===== config.mk =====
export PLATFORM = sky130hd
export DESIGN_NAME = adaptive_time_sync_client_unit
export DESIGN_NICKNAME = d
export VERILOG_FILES = /design/src/design/atsc_pkg.sv /design/src/design/adaptive_time_sync_client_unit.sv
export SDC_FILE = /design/constraint.sdc
export NUM_CORES = 2
export LEC_CHECK = 0
export BUFFER_PORTS_ARGS = -buffer_cell sky130_fd_sc_hd__buf_2
export CORE_ASPECT_RATIO = 1.2
export CORE_MARGIN = 1
export CORE_UTILIZATION = 38
export CTS_BUF_LIST = sky130_fd_sc_hd__clkbuf_4 sky130_fd_sc_hd__clkbuf_8
export CTS_CLUSTER_SIZE = 24
export DETAILED_ROUTE_END_ITERATION = 12
export PLACE_DENSITY = 0.61
export REMOVE_ABC_BUFFERS = 1
export SETUP_SLACK_MARGIN = 0.15
export SLEW_MARGIN = 20
export SYNTH_ARGS = -nofsm -noshare
export SYNTH_HDL_FRONTEND = slang
export SYNTH_SLANG_ARGS = --single-unit

===== constraint.sdc =====
create_clock -name i_clk -period 12.2 [get_ports i_clk]
set_input_delay 2.44 -clock i_clk [delete_from_list [all_inputs] [get_ports i_clk]]
set_output_delay 2.44 -clock i_clk [all_outputs]
set_load 0.01 [all_outputs]

===== src/design/atsc_pkg.sv =====
// shared types and constants for the adaptive time sync client
// no dependencies
package atsc_pkg;

    localparam logic [2:0]  ST_IDLE     = 3'd0;
    localparam logic [2:0]  ST_REQUEST  = 3'd1;
    localparam logic [2:0]  ST_BAD      = 3'd2;
    localparam logic [2:0]  ST_STALE    = 3'd3;
    localparam logic [2:0]  ST_RTT_LONG = 3'd4;
    localparam logic [2:0]  ST_UPDATED  = 3'd5;

    localparam logic        CMD_TICK     = 1'b0;
    localparam logic        CMD_RESPONSE = 1'b1;

    localparam logic [1:0]  REG_MAX_RT   = 2'd0;
    localparam logic [1:0]  REG_DESIRED  = 2'd1;
    localparam logic [1:0]  REG_MIN_SEND = 2'd2;
    localparam logic [1:0]  REG_MAX_SEND = 2'd3;

    localparam logic [23:0] RST_MAX_RT   = 24'd1000;
    localparam logic [23:0] RST_DESIRED  = 24'd60000;
    localparam logic [23:0] RST_MIN_SEND = 24'd1000;
    localparam logic [23:0] RST_MAX_SEND = 24'd10000;

    localparam logic [23:0] HDR_TSP = 24'h545350;
    localparam logic [15:0] MIN_LEN = 16'd24;

    typedef enum logic [8:0] {
        S_IDLE   = 9'b000000001,
        S_PREP_T = 9'b000000010,
        S_DIV_T  = 9'b000000100,
        S_PREP_R = 9'b000001000,
        S_DIV_R  = 9'b000010000,
        S_MUL_C  = 9'b000100000,
        S_MUL_I  = 9'b001000000,
        S_MUL_L  = 9'b010000000,
        S_DONE   = 9'b100000000
    } t_state;

endpackage


===== src/design/adaptive_time_sync_client_unit.sv =====
// adaptive time sync client: request timing, response checks, offset update
// depends on atsc_pkg
//
// One request at a time: ready drops after acceptance and the result appears
// on the output register. An item that needs no limit update (no request,
// bad or stale or too-long response, or no accepted response yet) goes
// straight from idle to the done state. A limit update runs the bit-serial
// divider, which computes the two quality factors one quotient bit a cycle,
// followed by three passes through one shared multiplier. Config writes are
// taken every cycle.
module adaptive_time_sync_client_unit
    import atsc_pkg::*;
#(
    parameter int FRACTION_BITS = 16
) (
    input  logic        i_clk,
    input  logic        i_rst_n,
    input  logic        i_cfg_valid,
    output logic        o_cfg_ready,
    input  logic [1:0]  i_cfg_index,
    input  logic [23:0] i_cfg_data,
    input  logic        i_valid,
    output logic        o_ready,
    input  logic        i_command,
    input  logic [31:0] i_now_ms,
    input  logic [15:0] i_packet_length,
    input  logic [23:0] i_header_bytes,
    input  logic [63:0] i_response_cookie,
    input  logic [63:0] i_server_epoch_ms,
    output logic        o_valid,
    input  logic        i_ready,
    output logic [2:0]  o_status,
    output logic [31:0] o_request_cookie,
    output logic        o_time_valid,
    output logic [63:0] o_clock_offset_ms,
    output logic [23:0] o_send_interval_ms,
    output logic [23:0] o_rtt_limit_ms,
    output logic [31:0] o_round_trip_ms
);

    localparam int FB = FRACTION_BITS;
    localparam int MW = (FB + 1 > 24) ? FB + 1 : 24;
    localparam int CW = $clog2(FB);
    localparam logic [FB:0]   ONE = {1'b1, {FB{1'b0}}};
    localparam logic [CW-1:0] LAST_STEP = CW'(FB - 1);

    t_state r_state;

    logic [23:0] r_max_rt, r_desired, r_min_send, r_max_send;
    logic [31:0] r_last_send, r_pending_cookie, r_last_update, r_now;
    logic        r_pending_valid, r_valid_flag;
    logic [23:0] r_last_rt;
    logic [63:0] r_offset;
    logic [23:0] r_interval, r_rtt_limit;

    // divider and multiplier datapath
    logic [23:0]   r_rem, r_den;
    logic [FB-1:0] r_quo;
    logic          r_ovf;
    logic [CW-1:0] r_cnt;
    logic [FB:0]   r_fac_t, r_c;
    logic [MW-1:0] r_ma, r_mb;

    logic [2:0]  r_status;
    logic [31:0] r_req, r_rtt_out;

    logic          accept;
    logic [31:0]   since_send, num_t, rt_meas;
    logic          hdr_ok, cookie_ok, rtt_long;
    logic [24:0]   rem2;
    logic          step_bit;
    logic [FB-1:0] quo_fin;
    logic [FB:0]   fac;
    logic [2*MW-1:0] prod;
    logic [2*MW-1:0] prod_sh;
    logic [FB:0]   c_next;
    logic [23:0]   diff;

    assign accept      = i_valid && o_ready;
    assign o_ready     = (r_state == S_IDLE);
    assign o_cfg_ready = 1'b1;
    assign o_valid     = (r_state == S_DONE);

    assign since_send = i_now_ms - r_last_send;
    assign rt_meas    = i_now_ms - r_last_send;
    assign num_t      = r_now - r_last_update;
    assign hdr_ok     = (i_packet_length >= MIN_LEN) && (i_header_bytes == HDR_TSP);
    assign cookie_ok  = r_pending_valid && (i_response_cookie == {32'd0, r_pending_cookie});
    assign rtt_long   = rt_meas >= {8'd0, r_rtt_limit};

    // one restoring divide step
    assign rem2     = {r_rem, 1'b0};
    assign step_bit = rem2 >= {1'b0, r_den};
    assign quo_fin  = {r_quo[FB-2:0], step_bit};
    assign fac      = r_ovf ? '0 : (ONE - {1'b0, quo_fin});

    assign prod    = r_ma * r_mb;
    assign prod_sh = prod >> FB;
    assign c_next  = (prod_sh > {{(2*MW-FB-1){1'b0}}, ONE}) ? ONE : prod_sh[FB:0];
    assign diff    = (r_max_send > r_min_send) ? (r_max_send - r_min_send) : 24'd0;

    always_ff @(posedge i_clk) begin
        if (!i_rst_n) begin
            r_state          <= S_IDLE;
            r_max_rt         <= RST_MAX_RT;
            r_desired        <= RST_DESIRED;
            r_min_send       <= RST_MIN_SEND;
            r_max_send       <= RST_MAX_SEND;
            r_last_send      <= '0;
            r_pending_cookie <= '0;
            r_pending_valid  <= 1'b0;
            r_last_update    <= '0;
            r_last_rt        <= '0;
            r_valid_flag     <= 1'b0;
            r_offset         <= '0;
            r_interval       <= RST_MIN_SEND;
            r_rtt_limit      <= RST_MAX_RT;
        end else begin
            if (i_cfg_valid) begin
                case (i_cfg_index)
                    REG_MAX_RT:   r_max_rt   <= (i_cfg_data != 0) ? i_cfg_data : RST_MAX_RT;
                    REG_DESIRED:  r_desired  <= (i_cfg_data != 0) ? i_cfg_data : RST_DESIRED;
                    REG_MIN_SEND: r_min_send <= (i_cfg_data != 0) ? i_cfg_data : RST_MIN_SEND;
                    REG_MAX_SEND: r_max_send <= (i_cfg_data != 0) ? i_cfg_data : RST_MAX_SEND;
                    default: ;
                endcase
            end
            case (r_state)
                S_IDLE: begin
                    if (accept) begin
                        r_now     <= i_now_ms;
                        r_req     <= '0;
                        r_rtt_out <= '0;
                        r_status  <= ST_IDLE;
                        r_state   <= S_DONE;
                        if (i_command == CMD_TICK) begin
                            if (since_send > {8'd0, r_interval}) begin
                                r_last_send      <= i_now_ms;
                                r_pending_cookie <= i_now_ms;
                                r_pending_valid  <= 1'b1;
                                r_req            <= i_now_ms;
                                r_status         <= ST_REQUEST;
                                if (r_valid_flag) begin
                                    r_state <= S_PREP_T;
                                end else begin
                                    r_interval  <= r_min_send;
                                    r_rtt_limit <= r_max_rt;
                                end
                            end
                        end else if (!hdr_ok) begin
                            r_status <= ST_BAD;
                        end else if (!cookie_ok) begin
                            r_status <= ST_STALE;
                        end else begin
                            r_pending_valid  <= 1'b0;
                            r_pending_cookie <= '0;
                            r_rtt_out        <= rt_meas;
                            if (rtt_long) begin
                                r_status <= ST_RTT_LONG;
                            end else begin
                                r_last_update <= i_now_ms;
                                r_last_rt     <= rt_meas[23:0];
                                r_valid_flag  <= 1'b1;
                                r_offset      <= i_server_epoch_ms
                                                 - {32'd0, i_now_ms - (rt_meas >> 1)};
                                r_status      <= ST_UPDATED;
                                r_state       <= S_PREP_T;
                            end
                        end
                    end
                end
                S_PREP_T: begin
                    r_ovf   <= num_t >= {8'd0, r_desired};
                    r_rem   <= num_t[23:0];
                    r_den   <= r_desired;
                    r_quo   <= '0;
                    r_cnt   <= '0;
                    r_state <= S_DIV_T;
                end
                S_DIV_T, S_DIV_R: begin
                    r_rem <= step_bit ? 24'(rem2 - {1'b0, r_den}) : rem2[23:0];
                    r_quo <= quo_fin;
                    r_cnt <= r_cnt + 1'b1;
                    if (r_cnt == LAST_STEP) begin
                        if (r_state == S_DIV_T) begin
                            r_fac_t <= fac;
                            r_state <= S_PREP_R;
                        end else begin
                            r_ma    <= MW'(r_fac_t);
                            r_mb    <= MW'(fac);
                            r_state <= S_MUL_C;
                        end
                    end
                end
                S_PREP_R: begin
                    r_ovf   <= r_last_rt >= r_max_rt;
                    r_rem   <= r_last_rt;
                    r_den   <= r_max_rt;
                    r_quo   <= '0;
                    r_cnt   <= '0;
                    r_state <= S_DIV_R;
                end
                S_MUL_C: begin
                    r_c     <= c_next;
                    r_ma    <= MW'(diff);
                    r_mb    <= MW'(c_next);
                    r_state <= S_MUL_I;
                end
                S_MUL_I: begin
                    r_interval <= r_min_send + prod_sh[23:0];
                    r_ma       <= MW'(r_max_rt);
                    r_mb       <= MW'(r_c);
                    r_state    <= S_MUL_L;
                end
                S_MUL_L: begin
                    r_rtt_limit <= r_max_rt - prod_sh[23:0];
                    r_state     <= S_DONE;
                end
                S_DONE: begin
                    if (i_ready) begin
                        r_state <= S_IDLE;
                    end
                end
                default: r_state <= S_IDLE;
            endcase
        end
    end

    assign o_status           = r_status;
    assign o_request_cookie   = r_req;
    assign o_time_valid       = r_valid_flag;
    assign o_clock_offset_ms  = r_offset;
    assign o_send_interval_ms = r_interval;
    assign o_rtt_limit_ms     = r_rtt_limit;
    assign o_round_trip_ms    = r_rtt_out;

`ifndef SYNTHESIS
    a_busy_after_accept: assert property (@(posedge i_clk) disable iff (!i_rst_n)
        accept |=> !o_ready) else $error("ready while busy");
    a_updated_valid: assert property (@(posedge i_clk) disable iff (!i_rst_n)
        (o_valid && o_status == ST_UPDATED) |-> o_time_valid)
        else $error("update without time valid");
    a_cookie_only_req: assert property (@(posedge i_clk) disable iff (!i_rst_n)
        (o_valid && o_status != ST_REQUEST) |-> (o_request_cookie == 32'd0))
        else $error("cookie on non-request");
    a_rtt_only_resp: assert property (@(posedge i_clk) disable iff (!i_rst_n)
        (o_valid && o_status != ST_RTT_LONG && o_status != ST_UPDATED)
        |-> (o_round_trip_ms == 32'd0)) else $error("round trip on wrong status");
`endif

endmodule

==> results.md <==
Route:
- The count of antenna-violating nets left after detailed routing is 0.
- The starting DRC count in detailed routing is 2595.
- In the routed design, unresolved DRC markers number 0.
- After detailed routing, the average wire length per cell comes to 20.7 um.
- For this block, the routed nets add up to between 150 and 200 mm of wire.
- The number of iterations in the first detailed-routing pass is 5.
- Detailed routing inserted a total of between 40k and 50k vias.
- In the routed layout, each cell is associated on average with a via count of roughly 5.3.

Logic synthesis:
- The most used flip-flop cell after synthesis is dfxtp_1.
- After technology mapping, the gate count stands at ~5.8k.
- The commonest cells after synthesis are 788 x inv_1, 783 x nand2_1, 505 x ha_1.
- inv_1 is the most common cell in the netlist.
- After synthesis, the cell types taking the most area are edfxtp_1 14%, dfxtp_1 13%, fa_1 13%.
- The share of synthesized area in the top cell type comes to about 14%.
- The average cell area after synthesis is around 8.7 sq um.
- For this run, asynchronously set or reset flops after synthesis account for 0%.
- Synthesis instantiated ~110 different standard cells from the library.
- The netlist area before placement is 0.0504 sq mm.
- For this run, the number of Yosys warnings is 0.
- The portion of the post-synthesis area used by sequential elements is 27.9%.
- Counting flops with a built-in enable in the synthesized netlist gives about 240.
- The synthesis-stage register bit count is about 580.
- The biggest area consumer among synthesized cells is edfxtp_1.

Power:
- In this run the static leakage power is approximately 25 nW.
- The cell area power density is around 100 mW/mm^2.
- IR analysis of the VDD net gives a maximum drop of ~0.00012 V.

STA:
- For the pin with the worst max-slew slack, the measured transition is approximately 1.1 ns.
- The post-route clock skew is between 0.03 and 0.04 ns.
- The worst-case headroom to the max-slew limit is 24.4%.
- The setup slack of the critical path after layout is about 1.1 ns.
- The final critical path takes up 90.6% of the cycle.
- The final setup violation count is 0.
- The max-slew violation count is 0.
- Timing would allow up to about 90 MHz.
- Setup repair after global routing left no endpoint under its margin.
- The number of hold-slack violations in the final timing report is 0.
- The clock period could shrink to about 11 ns.
- Summed over all failing endpoints, the final setup total negative slack is 0 ns.

Worst setup path:
- The endpoint kind of the worst setup timing path is a flip-flop.
- Data arrives at the worst endpoint at around 12 ns.
- On the critical path, the stage with the largest delay is an instance of edfxtp_1.
- The highest fanout seen on the critical path is 24.
- For this run, the slowest stage of the critical path takes about 1.1 ns.
- By startpoint and endpoint, the worst setup path is classified as reg2reg.
- Data on the critical path is required at its endpoint by about 13 ns.
- The cell repeated most along the worst path is fa_1.
- STA classifies the critical path startpoint as a flip-flop.
- For the worst flop-to-flop path, the logic depth is 34.

Floorplanning:
- For this design the top-level I/O count stands at between 400 and 500.
- The die outline width is 335 um.
- The floorplan step set the die height to between 400 and 500 um.
- The count of standard-cell rows is between 100 and 150.
- The starting utilization of the core area is 38.2%.
- The core region is between 0.1 and 0.15 sq mm.
- The die covers approximately 0.13 sq mm.

Worst hold path:
- The depth of the worst hold-timing path is 2.
- The path class of the tightest hold or removal check is reg2reg.

Clocking:
- Counting the buffers created by CTS gives slightly below 100.
- TritonCTS built the clock tree.
- The insertion delay of the later-clocked pin in the worst-skew pair is 0.76 ns.
- Counting along the longest clock path gives a buffer depth of 3.
- Buffers inserted to repair hold after CTS numbered 0.
- The number of post-CTS setup repair buffers is 0.
- The clock input transition at the sequential cells of the worst setup and hold paths is ~0.070 ns.
- The number of gates given a new drive strength after cts is 0.
- Clock tree synthesis found a total of slightly below 600 sinks.
- The number of H-tree levels is 3.
- The root buffer cell chosen for the clock tree is clkbuf_8.

Placement:
- The minimum setup slack after placement is 1.28 ns.
- The half-perimeter wire length after detailed placement is about 130 mm.
- In this run the tool buffered the top-level ports with just over 400 buffer cells.
- At the end of routability-driven placement, the weighted congestion stood at ~0.92.
- The cell area after placement is roughly 0.054 sq mm.
- The count of placed standard cells including taps is ~7.8k.

Global routing:
- The via count of the first global-routing pass is 43.1k.
- Entering global routing, the biggest net connects 98 pins.
- The remaining global-route overflow is 0.
- The wire length of the first global-routing pass is ~250 mm.
- In the global route stage, overall resource usage came out at about a quarter.
- The number of antenna violations at the first check in global routing came to 32.

Layout:
- Once layout is complete, the utilization of the core stands at between 40% and 50%.
- The post-layout net count is ~7.2k.
- The filler-free cell count of the finished design is approximately 8.0k.
- Compared with the post-synthesis result, the final layout area differs by 11.8%.
- The finished layout cell area is 0.0564 sq mm.
- The fraction of layout cells with a size suffix above 1 is a little under an eighth.

Job:
- Max-cap violations in this run came to 0.

Outcome:
- The flow ran to the end, and the final reports show no timing, DRC or antenna violations.
cell type report:
| class | count | area, sq um |
|---|---|---|
| Tap cell | 1776 | 2220 |
| Timing Repair Buffer | 457 | 2400 |
| Clock inverter | 40 | 287 |
| Clock buffer | 142 | 1800 |
| Multi-Input combinational cell | 4220 | 32600 |
| Sequential cell | 581 | 14100 |
| Fill cell | 13360 | 75500 |
| Antenna cell | 12 | 30.0 |
| Inverter | 791 | 2980 |
report_power, final:
group / internal, W / total (W) / switching [W]
Combinational: 0.000646 / 0.00167 / 0.00103
Sequential: 0.00208 / 0.00212 / 0.0000388
Clock: 0.00103 / 0.00190 / 0.000870
Total: 0.00376 / 0.00569 / 0.00194
state kept, by name, indices dropped and copies added, names as in the netlist, 32 cells and up:
name and cells:
o_clock_offset_ms 64, o_request_cookie 32, o_round_trip_ms 32, r_last_send 32
r_last_update 32, r_now 32, r_pending_cookie 32
final timing paths:
check                                           from                   end  slack, ns
worst max-delay path                         r_mb[6]    o_rtt_limit_ms[23]       1.14
worst min-delay path            o_clock_offset_ms[1]  o_clock_offset_ms[1]       0.45
worst max register to register               r_mb[6]    o_rtt_limit_ms[23]       1.14
worst min register to register  o_clock_offset_ms[1]  o_clock_offset_ms[1]       0.45
through the flow:
stage | power (W) | hold WS [ns]
after floorplan | 0.00328 | 0.432
after global placement | 0.00379 | 0.436
after detailed placement | 0.00381 | 0.440
after CTS | 0.00572 | 0.448
after global routing | 0.00598 | 0.464
final | 0.00569 | 0.447
cells in the final DEF (no fill, tap or decap), types with 117 or more instances in the layout:
master	count
nor2_1	247
ha_1	505
inv_1	788
a21o_1	142
and2_1	352
nand2_1	782
fa_1	337
a21oi_1	446
buf_2	410
dfxtp_1	339
clkbuf_8	117
xnor2_1	189
edfxtp_1	242
o21ai_0	220
critical path, delay by kind of cell (launching register included):
family,cells,cell delay [ns]
flops,1,1.08
mux,1,0.22
buf+inv,4,0.23
compound gates,13,2.75
xor+xnor,1,0.65
simple gates,5,1.10
fa+ha+maj,10,4.84
cells by family after synthesis:
family          after synthesis  synth area share, %
buf+inv                    1024                 7.74
simple gates               1835                 17.6
xor+xnor                    267                 4.68
other cells                   1              0.00744
mux                           8                0.159
compound gates             1262                 15.9
flops                       581                 27.9
fa+ha+maj                   847                 26.0
per-layer routing:
metal / vias up / wire (um) / global-route usage [%]
met3: 309 / 11500 / 4.62
met4: 26 / 7630 / 11.1
li1: 20234 / - / -
met2: 1265 / 81500 / 43.1
met1: 20631 / 65300 / 28.9
met5: - / 159 / 0
Power figures use the tool's default switching activity.
